**config.mk**
```make
export PLATFORM = sky130hd
export DESIGN_NAME = go_to_goal_unicycle_controller
export DESIGN_NICKNAME = d
export VERILOG_FILES = /design/src/sv/gtg_pkg.sv /design/src/sv/gtg_front.sv /design/src/sv/gtg_queue.sv /design/src/sv/gtg_back.sv /design/src/sv/go_to_goal_unicycle_controller.sv
export SDC_FILE = /design/constraint.sdc
export NUM_CORES = 2
export LEC_CHECK = 0
export ABC_AREA = 1
export BUFFER_PORTS_ARGS = -buffer_cell sky130_fd_sc_hd__buf_2
export CAP_MARGIN = 25
export CORE_ASPECT_RATIO = 0.5
export CORE_UTILIZATION = 45
export DETAILED_ROUTE_END_ITERATION = 10
export GPL_TIMING_DRIVEN = 0
export RECOVER_POWER = 25
export SETUP_SLACK_MARGIN = 0.2
export SYNTH_ARGS = -nofsm -noshare
export SYNTH_HDL_FRONTEND = slang
export SYNTH_SLANG_ARGS = --single-unit
```
**constraint.sdc**
```tcl
create_clock -name clock -period 7 [get_ports clock]
set_input_delay 0.7 -clock clock [delete_from_list [all_inputs] [get_ports clock]]
set_output_delay 0.7 -clock clock [all_outputs]
set_load 0.02 [all_outputs]
```
**src/sv/gtg_pkg.sv**
```systemverilog
// Shared types, constants and the arctangent table of the go-to-goal controller.
`timescale 1ns / 1ps
package gtg_pkg;

   typedef enum logic [1:0] {
      CMD_POSE = 2'd0,
      CMD_GOAL = 2'd1,
      CMD_TICK = 2'd2,
      CMD_NONE = 2'd3
   } cmd_type;

   typedef struct packed {
      logic [1:0]          cmd;
      logic signed [15:0]  pos_x;
      logic signed [15:0]  pos_y;
      logic signed [15:0]  heading;
   } req_type;

   typedef struct packed {
      logic signed [12:0]  surge;
      logic signed [15:0]  yaw_rate;
      logic [17:0]         distance;
      logic                reached;
   } rsp_type;

   // one control tick handed from the front to the back part
   typedef struct packed {
      logic signed [16:0]  dx;
      logic signed [16:0]  dy;
      logic signed [15:0]  heading;
      logic [15:0]         heading_gain;
      logic [15:0]         speed_gain;
      logic [15:0]         tolerance;
   } job_type;

   typedef enum logic [1:0] {
      ST_IDLE = 2'd0,
      ST_ITER = 2'd1,
      ST_POST = 2'd2,
      ST_OUT  = 2'd3
   } state_type;

   localparam int CORDIC_STEPS_DEF = 16;
   localparam int TABLE_LEN        = 24;

   localparam logic [1:0] REG_HEADING_GAIN = 2'd0;
   localparam logic [1:0] REG_SPEED_GAIN   = 2'd1;
   localparam logic [1:0] REG_TOLERANCE    = 2'd2;

   localparam logic [15:0] HEADING_GAIN_RST = 16'd4096;
   localparam logic [15:0] SPEED_GAIN_RST   = 16'd4096;
   localparam logic [15:0] TOLERANCE_RST    = 16'd102;
   localparam logic signed [15:0] GOAL_X_RST = 16'sd4096;
   localparam logic signed [15:0] GOAL_Y_RST = 16'sd12288;

   localparam logic signed [18:0] ANG_PI     = 19'sd25736;
   localparam logic signed [18:0] ANG_2PI    = 19'sd51472;
   localparam logic signed [23:0] HALF_PI_Z  = 24'sd1647099;
   localparam logic [15:0]        MAG_COMP   = 16'd39796;

   // arctangent of 2^-i in units of 2^-20 rad
   function automatic logic [19:0] atan_lut(input logic [4:0] i);
      logic [19:0] r;
      case (i)
         5'd0:  r = 20'd823550;
         5'd1:  r = 20'd486170;
         5'd2:  r = 20'd256879;
         5'd3:  r = 20'd130396;
         5'd4:  r = 20'd65451;
         5'd5:  r = 20'd32757;
         5'd6:  r = 20'd16383;
         5'd7:  r = 20'd8192;
         5'd8:  r = 20'd4096;
         5'd9:  r = 20'd2048;
         5'd10: r = 20'd1024;
         5'd11: r = 20'd512;
         5'd12: r = 20'd256;
         5'd13: r = 20'd128;
         5'd14: r = 20'd64;
         5'd15: r = 20'd32;
         5'd16: r = 20'd16;
         5'd17: r = 20'd8;
         5'd18: r = 20'd4;
         5'd19: r = 20'd2;
         5'd20: r = 20'd1;
         5'd21: r = 20'd1;
         default: r = 20'd0;
      endcase
      return r;
   endfunction

endpackage

```
**src/sv/gtg_front.sv**
```systemverilog
// Front part: configuration registers, pose and goal state, tick classification.
`timescale 1ns / 1ps
module gtg_front (
   input  logic              clock,
   input  logic              reset,
   input  logic              req_push,
   output logic              req_full,
   input  gtg_pkg::req_type  req_word,
   input  logic              csr_psel,
   input  logic              csr_penable,
   input  logic              csr_pwrite,
   input  logic [3:0]        csr_paddr,
   input  logic [31:0]       csr_pwdata,
   output logic [31:0]       csr_prdata,
   output logic              job_valid,
   input  logic              job_ready,
   output gtg_pkg::job_type  job_word,
   input  logic              done_valid,
   input  logic              done_reached
);
   import gtg_pkg::*;

   logic [15:0]        hgain_ff, sgain_ff, tol_ff;
   logic signed [15:0] pose_x_ff, pose_y_ff, pose_h_ff, goal_x_ff, goal_y_ff;
   logic               active_ff;
   // a tick is outstanding until the back part reports its end
   logic               busy_ff;
   logic               wr;
   logic [1:0]         reg_idx;
   logic               accept;
   cmd_type            cmd;

   assign reg_idx = csr_paddr[3:2];
   assign wr      = csr_psel && csr_penable && csr_pwrite;
   assign cmd     = cmd_type'(req_word.cmd);
   // the active flag is only known after the tick in flight ends
   assign req_full  = busy_ff || !job_ready;
   assign accept    = req_push && !req_full;
   assign job_valid = accept && cmd == CMD_TICK && active_ff;

   always_comb begin
      job_word.dx = 17'(goal_x_ff) - 17'(pose_x_ff);
      job_word.dy = 17'(goal_y_ff) - 17'(pose_y_ff);
      job_word.heading      = pose_h_ff;
      job_word.heading_gain = hgain_ff;
      job_word.speed_gain   = sgain_ff;
      job_word.tolerance    = tol_ff;
   end

   // register read back
   always_comb begin
      case (reg_idx)
         REG_HEADING_GAIN: csr_prdata = {16'd0, hgain_ff};
         REG_SPEED_GAIN:   csr_prdata = {16'd0, sgain_ff};
         REG_TOLERANCE:    csr_prdata = {16'd0, tol_ff};
         default:          csr_prdata = 32'd0;
      endcase
   end

   always_ff @(posedge clock) begin
      if (reset) begin
         hgain_ff  <= HEADING_GAIN_RST;
         sgain_ff  <= SPEED_GAIN_RST;
         tol_ff    <= TOLERANCE_RST;
         pose_x_ff <= '0;
         pose_y_ff <= '0;
         pose_h_ff <= '0;
         goal_x_ff <= GOAL_X_RST;
         goal_y_ff <= GOAL_Y_RST;
         active_ff <= 1'b0;
         busy_ff   <= 1'b0;
      end else begin
         if (wr) begin
            case (reg_idx)
               REG_HEADING_GAIN: hgain_ff <= csr_pwdata[15:0];
               REG_SPEED_GAIN:   sgain_ff <= csr_pwdata[15:0];
               REG_TOLERANCE:    tol_ff   <= csr_pwdata[15:0];
               default: ;
            endcase
         end
         if (accept) begin
            case (cmd)
               CMD_POSE: begin
                  pose_x_ff <= req_word.pos_x;
                  pose_y_ff <= req_word.pos_y;
                  pose_h_ff <= req_word.heading;
               end
               CMD_GOAL: begin
                  goal_x_ff <= req_word.pos_x;
                  goal_y_ff <= req_word.pos_y;
                  active_ff <= 1'b1;
               end
               default: ;
            endcase
         end
         if (job_valid) busy_ff <= 1'b1;
         if (done_valid) begin
            busy_ff <= 1'b0;
            if (done_reached) active_ff <= 1'b0;
         end
      end
   end
endmodule

```
**src/sv/gtg_queue.sv**
```systemverilog
// Two-entry word queue between the front and back parts.
`timescale 1ns / 1ps
module gtg_queue (
   input  logic              clock,
   input  logic              reset,
   input  logic              in_valid,
   output logic              in_ready,
   input  gtg_pkg::job_type  in_word,
   output logic              out_valid,
   input  logic              out_ready,
   output gtg_pkg::job_type  out_word
);
   import gtg_pkg::*;

   job_type    mem_ff [2];
   logic       wp_ff, rp_ff;
   logic [1:0] cnt_ff;
   logic       wr, rd;

   assign in_ready  = cnt_ff != 2'd2;
   assign out_valid = cnt_ff != 2'd0;
   assign out_word  = mem_ff[rp_ff];
   assign wr = in_valid && in_ready;
   assign rd = out_valid && out_ready;

   always_ff @(posedge clock) begin
      if (wr) mem_ff[wp_ff] <= in_word;
   end

   always_ff @(posedge clock) begin
      if (reset) begin
         wp_ff  <= 1'b0;
         rp_ff  <= 1'b0;
         cnt_ff <= 2'd0;
      end else begin
         if (wr) wp_ff <= ~wp_ff;
         if (rd) rp_ff <= ~rp_ff;
         cnt_ff <= cnt_ff + 2'(wr) - 2'(rd);
      end
   end
endmodule

```
**src/sv/gtg_back.sv**
```systemverilog
// Back part: iterative CORDIC vectoring, then scaling, wrapping and clamping.
`timescale 1ns / 1ps
module gtg_back #(
   parameter int CORDIC_STEPS = gtg_pkg::CORDIC_STEPS_DEF
) (
   input  logic              clock,
   input  logic              reset,
   input  logic              job_valid,
   output logic              job_ready,
   input  gtg_pkg::job_type  job_word,
   output logic              rsp_empty,
   input  logic              rsp_pop,
   output gtg_pkg::rsp_type  rsp_word,
   output logic              done_valid,
   output logic              done_reached
);
   import gtg_pkg::*;

   localparam int STEPS = (CORDIC_STEPS > TABLE_LEN) ? TABLE_LEN : CORDIC_STEPS;
   localparam logic [4:0] LAST = 5'(STEPS - 1);

   state_type          state_ff, state_in;
   logic signed [23:0] x_ff, y_ff, x_in, y_in;
   logic signed [23:0] z_ff, z_in;
   logic [4:0]         i_ff, i_in;
   logic               zero_ff;
   logic signed [15:0] head_ff;
   logic [15:0]        hg_ff, sg_ff, tol_ff;
   logic [1:0]         post_ff, post_in;
   logic [17:0]        dist_ff;
   logic signed [18:0] err_ff;
   logic               full_ff;
   rsp_type            out_ff;

   // CORDIC step datapath
   logic signed [23:0] xs, ys, at;
   // post-processing
   logic [39:0]        magp;
   logic [20:0]        magr;
   logic signed [23:0] bear;
   logic signed [18:0] e0, ew;
   logic signed [36:0] yp;
   logic signed [22:0] yr;
   logic [33:0]        sp;
   logic [21:0]        sr;
   logic signed [15:0] yaw;
   logic signed [12:0] surge;
   logic               load, emit;

   assign job_ready = state_ff == ST_IDLE;
   assign load = job_valid && job_ready;
   assign xs = x_ff >>> i_ff;
   assign ys = y_ff >>> i_ff;
   assign at = 24'(atan_lut(i_ff));

   assign magp = 40'(x_ff[23] ? 24'd0 : x_ff) * 40'(MAG_COMP) + (40'd1 << 19);
   assign magr = 21'(magp[39:20]);
   assign bear = (z_ff + 24'sd64) >>> 7;
   assign e0 = 19'(head_ff) - (zero_ff ? 19'sd0 : 19'(bear));
   assign ew = (e0 > ANG_PI) ? e0 - ANG_2PI : ((e0 < -ANG_PI) ? e0 + ANG_2PI : e0);
   assign yp = 37'sd8192 - 37'($signed({1'b0, hg_ff})) * 37'(err_ff);
   assign yr = 23'(yp >>> 14);
   assign yaw = (yr > 23'sd32767) ? 16'sh7fff : ((yr < -23'sd32768) ? 16'sh8000 : 16'(yr));
   assign sp = 34'(sg_ff) * 34'(dist_ff) + 34'd2048;
   assign sr = sp[33:12];
   assign surge = (sr > 22'd2048) ? 13'sd2048 : 13'(sr);
   assign emit = state_ff == ST_OUT && !full_ff;

   assign rsp_empty    = !full_ff;
   assign rsp_word     = out_ff;
   assign done_valid   = emit;
   assign done_reached = dist_ff < 18'(tol_ff);

   always_comb begin
      state_in = state_ff;
      x_in = x_ff;
      y_in = y_ff;
      z_in = z_ff;
      i_in = i_ff;
      post_in = post_ff;
      case (state_ff)
         ST_IDLE: begin
            if (load) begin
               // pre-rotate into the right half plane, scale by 16
               if (job_word.dx[16]) begin
                  if (!job_word.dy[16]) begin
                     x_in = 24'(job_word.dy) <<< 4;
                     y_in = -(24'(job_word.dx) <<< 4);
                     z_in = HALF_PI_Z;
                  end else begin
                     x_in = -(24'(job_word.dy) <<< 4);
                     y_in = 24'(job_word.dx) <<< 4;
                     z_in = -HALF_PI_Z;
                  end
               end else begin
                  x_in = 24'(job_word.dx) <<< 4;
                  y_in = 24'(job_word.dy) <<< 4;
                  z_in = '0;
               end
               i_in = '0;
               state_in = ST_ITER;
            end
         end
         ST_ITER: begin
            if (!y_ff[23]) begin
               x_in = x_ff + ys;
               y_in = y_ff - xs;
               z_in = z_ff + at;
            end else begin
               x_in = x_ff - ys;
               y_in = y_ff + xs;
               z_in = z_ff - at;
            end
            i_in = i_ff + 5'd1;
            post_in = '0;
            if (i_ff == LAST) state_in = ST_POST;
         end
         ST_POST: begin
            post_in = post_ff + 2'd1;
            if (post_ff == 2'd1) state_in = ST_OUT;
         end
         ST_OUT: begin
            if (emit) state_in = ST_IDLE;
         end
         default: state_in = ST_IDLE;
      endcase
   end

   always_ff @(posedge clock) begin
      if (reset) begin
         state_ff <= ST_IDLE;
         full_ff  <= 1'b0;
      end else begin
         state_ff <= state_in;
         if (emit) full_ff <= 1'b1;
         else if (rsp_pop) full_ff <= 1'b0;
      end
   end

   // payload registers
   always_ff @(posedge clock) begin
      x_ff <= x_in;
      y_ff <= y_in;
      z_ff <= z_in;
      i_ff <= i_in;
      post_ff <= post_in;
      if (load) begin
         zero_ff <= job_word.dx == '0 && job_word.dy == '0;
         head_ff <= job_word.heading;
         hg_ff   <= job_word.heading_gain;
         sg_ff   <= job_word.speed_gain;
         tol_ff  <= job_word.tolerance;
      end
      // first post cycle: magnitude and wrapped error; second: gains
      if (state_ff == ST_POST && post_ff == 2'd0) begin
         dist_ff <= (magr > 21'd262143) ? 18'h3ffff : 18'(magr);
         err_ff  <= ew;
      end
      if (state_ff == ST_POST && post_ff == 2'd1) begin
         out_ff.surge    <= surge;
         out_ff.yaw_rate <= yaw;
         out_ff.distance <= dist_ff;
         out_ff.reached  <= done_reached;
      end
   end
endmodule

```
**src/sv/go_to_goal_unicycle_controller.sv**
```systemverilog
// Top level of the go-to-goal unicycle controller.
// Pose (cmd 0), goal (cmd 1) and tick (cmd 2) words enter through req_push/req_full; a
// tick while a goal is active gives one result word on the rsp_ queue. For an active
// tick the result word is formed by the iterative CORDIC, which does one micro-rotation
// a cycle, and then by the post-processing; further words wait until the tick ends, and
// longer while an earlier result word has not been popped. Gains and tolerance sit at
// csr_ byte addresses 0, 4 and 8.
`timescale 1ns / 1ps
module go_to_goal_unicycle_controller #(
   parameter int CORDIC_STEPS = gtg_pkg::CORDIC_STEPS_DEF
) (
   input  logic              clock,
   input  logic              reset,
   input  logic              req_push,
   output logic              req_full,
   input  gtg_pkg::req_type  req_word,
   output logic              rsp_empty,
   input  logic              rsp_pop,
   output gtg_pkg::rsp_type  rsp_word,
   input  logic              psel,
   input  logic              penable,
   input  logic              pwrite,
   input  logic [3:0]        paddr,
   input  logic [31:0]       pwdata,
   output logic [31:0]       prdata,
   output logic              pready
);
   import gtg_pkg::*;

   logic    fj_valid, fj_ready, bj_valid, bj_ready, done_valid, done_reached;
   job_type fj_word, bj_word;

   assign pready = 1'b1;

   gtg_front u_front (
      .clock, .reset, .req_push, .req_full, .req_word,
      .csr_psel(psel), .csr_penable(penable), .csr_pwrite(pwrite),
      .csr_paddr(paddr), .csr_pwdata(pwdata), .csr_prdata(prdata),
      .job_valid(fj_valid), .job_ready(fj_ready), .job_word(fj_word),
      .done_valid, .done_reached
   );

   gtg_queue u_queue (
      .clock, .reset,
      .in_valid(fj_valid), .in_ready(fj_ready), .in_word(fj_word),
      .out_valid(bj_valid), .out_ready(bj_ready), .out_word(bj_word)
   );

   gtg_back #(.CORDIC_STEPS(CORDIC_STEPS)) u_back (
      .clock, .reset,
      .job_valid(bj_valid), .job_ready(bj_ready), .job_word(bj_word),
      .rsp_empty, .rsp_pop, .rsp_word, .done_valid, .done_reached
   );
endmodule

```
# After elaboration in Yosys (flattened, before gate mapping)
# Memories as Yosys holds them, arrays and structs flattened. A register that Yosys moved wholly into a read port is not among the register bits.
# Cells that the tools add are included.
# op_classes
add_sub_neg,21
n_mul,3
div,0
n_lt_le_gt_ge,7
n_eq_ne,14
shift,2
n_mux,40
n_bitwise,2
n_reduce_logical,33
# ops
cell,n
$mux W24,12
$pmux W24 S2,3
$mux W19,3
$add A24 B24 Y24,2
$neg A21 Y24,2
$pmux W16 S3,1
$sshr A24 B5 Y24,2
$sub A24 B24 Y24,2
$add A40 B20 Y40 const B,1
$mul A40 B14 Y38 const B,1
$sub A15 B37 Y37 const A,1
$mul A17 B19 Y36,1
$add A34 B12 Y34 const B,1
$logic_not A17 Y1,2
$mul A16 B18 Y34,1
$sub A16 B16 Y17,2
$add A24 B21 Y24,1
$add A24 B8 Y24 const B,1
$sub A24 B21 Y24,1
$gt A23 B16 Y1 const B,1
$lt A23 B16 Y1 const B,1
$mux W23,1
$gt A22 B12 Y1 const B,1
$gt A20 B18 Y1 const B,1
31 further kinds,77
# word_totals
regBits,366
latchBits,0
mem_bits_rw,196
mem_bits_ro,640
out_inout_bits,83
elab_cells,155
mem_count,2
# mem_list
name,words,width,read_ports,rd_ports_with_merged_regs,wr,line_no,rtl
(no name shown),32,20,1,1,0,gtg_pkg.sv:64,case (i)
u_queue.mem_ff,2,98,1,1,1,gtg_queue.sv:15,job_type mem_ff [2];

# Logic depth before layout (Yosys ltp)
# logic_depth
ltp_word,10
mapped_depth,41
ltp_nobuf,38

# Hierarchy
# From an unflattened synthesis, not the netlist that was laid out.
# hier_totals
hier_cells,8530
area_unflattened_um2,65557.9
# modules_own_cells
mod,n_inst,cells_each,area_per_inst_um2,seq_area_each_um2
gtg_back,1,7089,51141.5,7337.0
gtg_queue,1,344,7395.8,5985.7
gtg_front,1,1095,7009.2,2602.5
go_to_goal_unicycle_controller,1,2,11.3,0.0

# Worst setup path before layout
# OpenSTA, ideal clock, no wires.
# synth_timing
kind,flip-flop to flip-flop
startpoint,register u_back.hg_ff[3]
endpoint,"register u_back.out_ff (netlist bit u_back.rsp_word[29]), data pin"
setup_ps,252
arrival_time_ps,6826
path_slack_ps,-77
stages_incl_launch_ff,32
synth_period_minus_slack_ps,7077
cell_sequence,edfxtp_1 clkbuf_1 clkbuf_1 nand2_1 fa_1 inv_1 fa_1 inv_1 fa_1 fa_1 fa_1 fa_1 inv_1 ha_1 nand2_1 nor2_1 inv_1 nor3_1 nand3_1 nand3_1 nand2_1 nor2_1 inv_1 nor2_1 nand3_2 nand2_4 nand2_1 nor2_2 nand2_2 nand2_4 buf_12 nand2_2
# synth_between
elab_chain_len,4
elab_cells_between_ends,5
cone_classes,add/sub: 1; mul: 1; order compare: 2; mux: 1
# synth_lines
item,line_no,rtl
"start, declared",gtg_back.sv:28,"logic [15:0] hg_ff, sg_ff, tol_ff;"
"start signal, assigned",gtg_back.sv:150,hg_ff <= job_word.heading_gain;
$mul A17 B19 Y36 *,gtg_back.sv:61,"assign yp = 37'sd8192 - 37'($signed({1'b0, hg_ff})) * 37'(err_ff);"
$sub A15 B37 Y37 *,gtg_back.sv:61,
$lt A23 B16 Y1,gtg_back.sv:63,assign yaw = (yr > 23'sd32767) ? 16'sh7fff : ((yr < -23'sd32768) ? 16'sh8000 : 16'(yr));
$mux W16,gtg_back.sv:63,
"end, declared",gtg_back.sv:33,rsp_type out_ff;
# Mark *: on every way between the ends. The rest lies on a longest branch, timed or not.
# A chain may end at the register's enable or synchronous reset.

# Worst setup path in the final report
# layout_timing
startpoint,register u_back.err_ff[18]
endpoint,"register u_back.out_ff (netlist bit u_back.rsp_word[25]), data pin"
# layout_between
elab_chain_len,4
elab_cells_between_ends,5
cone_classes,add/sub: 1; mul: 1; order compare: 2; mux: 1
# layout_lines
item,line_no,rtl
"start, declared",gtg_back.sv:31,logic signed [18:0] err_ff;
"start signal, assigned",gtg_back.sv:157,err_ff <= ew;
$mul A17 B19 Y36 *,gtg_back.sv:61,
$sub A15 B37 Y37 *,gtg_back.sv:61,
$lt A23 B16 Y1,gtg_back.sv:63,
$mux W16,gtg_back.sv:63,
# Marked as above.

==> metrics <==
area of the multi-input gates=43800 sq um; sequential area share after synthesis=24.6%; Post-Syn Area per Cell=7.75 sq um; share of post-route cells with drive strength above 1=13.7%; CTS tree=yes; DIE AREA=145000 sq um; first-pass GRT wire length=296000 um; Initial Utilization=45.8%; area of the core=141000 sq um; Layout fillers=13.5k; Worst-Skew Late Latency=0.70 ns; slowest CP cell=fa_2; final cell count without fillers=10.7k; initial antenna violation count=4; gpl congestion=0.975; remaining global-route overflow=0; Critical Path Max Stage Delay=0.66 ns; Site Rows=97; maximum clock frequency=147 MHz; DR pass1 iterations=6; CTS sink cnt=583; Setup Skew=0.0552 ns; number of global-route vias before repair=52.2k; unrepaired setup endpoints after global routing=yes; GRT Total Usage=26.0%; crit-path max FO=8; Post-Syn Area=64700 sq um; dpl cells=10.4k; I/O Buffers=140; Die H=270 um; Max Used Layer=met5; Synth Flop Type=edfxtp_1; min-delay worst type=in -> reg; clk slew on worst S/H paths=0.07 ns; most common cell after layout, fill and taps aside=nand2_1; Slew headroom=-69.5%; Met1 Routed Length=88500 um; failing checks=max-capacitance violations, max-slew violations; Die W=538 um; crit-path leading delay family=adder cells; register area=15900 sq um; commonest cells after routing, fill and taps aside=1966 x nand2_1, 1677 x inv_1, 654 x fa_1, 534 x nor2_1, 461 x ha_1; Final period util=97.4%; Slew @ Worst Pin=2.53 ns; Async SR Flop Fraction=0%; Worst setup EP type=register; unique cell type count in the Yosys netlist=63; CTS max path bufs=3; vias=54.8k; drc violations=0; Fin Hold WS=0.231 ns; Setup WS pre-CTS=-1.27 ns; critical path class=reg -> reg; Yosys reg bits=583; Post-DP HPWL=156000 um; Final Max Slew Viols=24; clk root buf=clkbuf_16; DR iter-0 viols=3987; Max Cap Violations=1; met3 WL=13700 um; Routed met2 length=86300 um; setup violators final=0; Synth warnings=0; CP bufs+invs=9; final WL=193000 um; Vias/cell=5.12; worst endpoint data arrival time=7.23 ns; crit start category=register; largest net degree at the start of global routing=38; Period minus WS final=6.82 ns; CTS Buf Count=57; Syn Inst Count=8357; Routed Antenna Nets=0; post-DR wirelength/cell=18.1 um; I/O Pins=176; synthesis-to-finish area growth=16.0%; Final nets=10.0k; final setup margin=0.183 ns; Final Hold Fails=0; Util after Layout=53.1%; number of synthesized flops with an enable pin=425; status=complete, but fails checks; H-tree depth=2; Crit path required time=7.41 ns
==> state kept, by name, indices dropped and copies added, names as in the netlist, 18 cells and up, named ones only <==
signal / flops
u_back.err_ff: 19
u_back.x_ff: 24
u_back.rsp_word: 48
u_back.at: 20
u_back.y_ff: 24
u_queue.mem_ff: 196
u_back.z_ff: 24
u_back.dist_ff: 18
==> logic make-up (layout without fill, tap and decap cells) <==
kind of cell             count (synthesis)  after routing  synth area share, %
flip-flops                             583            583                 24.6
XOR/XNOR                               203            203                 2.82
adder cells (fa/ha/maj)               1189           1189                 30.8
multiplexers                            18             18                0.278
AND/OR/NAND/NOR                       3343           3343                 21.2
buffers and inverters                 2043           2484                 12.1
AO/OA/AOI/OAI                          976            976                 8.25
other                                    2             20               0.0116
==> worst paths after layout <==
path | slack, ns | cells after the start | endpoint | from
worst max-delay path | 0.18 | 32 | u_back.rsp_word[25] | u_back.err_ff[18]
worst min-delay path | 0.23 | 3 | u_front.pose_h_ff[6] | req_word[6]
worst max register to register | 0.18 | 32 | u_back.rsp_word[25] | u_back.err_ff[18]
worst min register to register | 0.45 | 1 | register | u_queue.rp_ff
==> area by class of cell <==
type                            count  share of cell area [%]
Multi-Input combinational cell   5747                    58.3
Sequential cell                   583                    21.2
Inverter                         1751                    8.76
Timing Repair Buffer              334                    3.16
Tap cell                         1881                    3.13
Buffer                            292                    2.83
Clock buffer                       70                    2.13
Clock inverter                     37                   0.505
Antenna cell                        2                 0.00666
==> synth_stat cells, drive strengths merged (76+ instances only) <==
master | number | area share [%]
inv | 1746 | 10
clkbuf | 226 | 1.3
o21ai | 469 | 3.6
xnor2 | 76 | 1.0
fa | 673 | 21
edfxtp | 425 | 20
dfxtp | 158 | 4.9
a21oi | 331 | 2.6
nand2 | 2129 | 13
ha | 516 | 10
xor2 | 127 | 1.8
nor2 | 673 | 4.1
nand3 | 315 | 2.5
==> metal layers <==
layer	GRT usage [%]	vias up
met2	40.8	1595
met5	0	-
met3	4.66	244
met1	37.1	26200
met4	6.63	4
li1	-	26700
==> through the flow <==
stage                     TNS [ns]  cell area, sq um
after CTS                        0             72400
after global routing             0             75100
final                            0             75100
after floorplan                  0             64800
after detailed placement    -39.97             68200
after global placement     -416.24             67900
==> worst min-delay path: stages <==
cell and delay, ns:
buf_2 0.08, nor2_1 0.03, nor2_1 0.08
==> timing repair <==
action	in CTS	in global routing
gates resized for setup	475	630
endpoints found under the setup margin	46	46
cloned	0	5
hold buffers	0	0
setup buffers	71	99
pin swaps	36	254
Power is left out: the tool's default activity adds up to more than one toggle a clock period on the data nets, which glitch-free logic cannot reach.
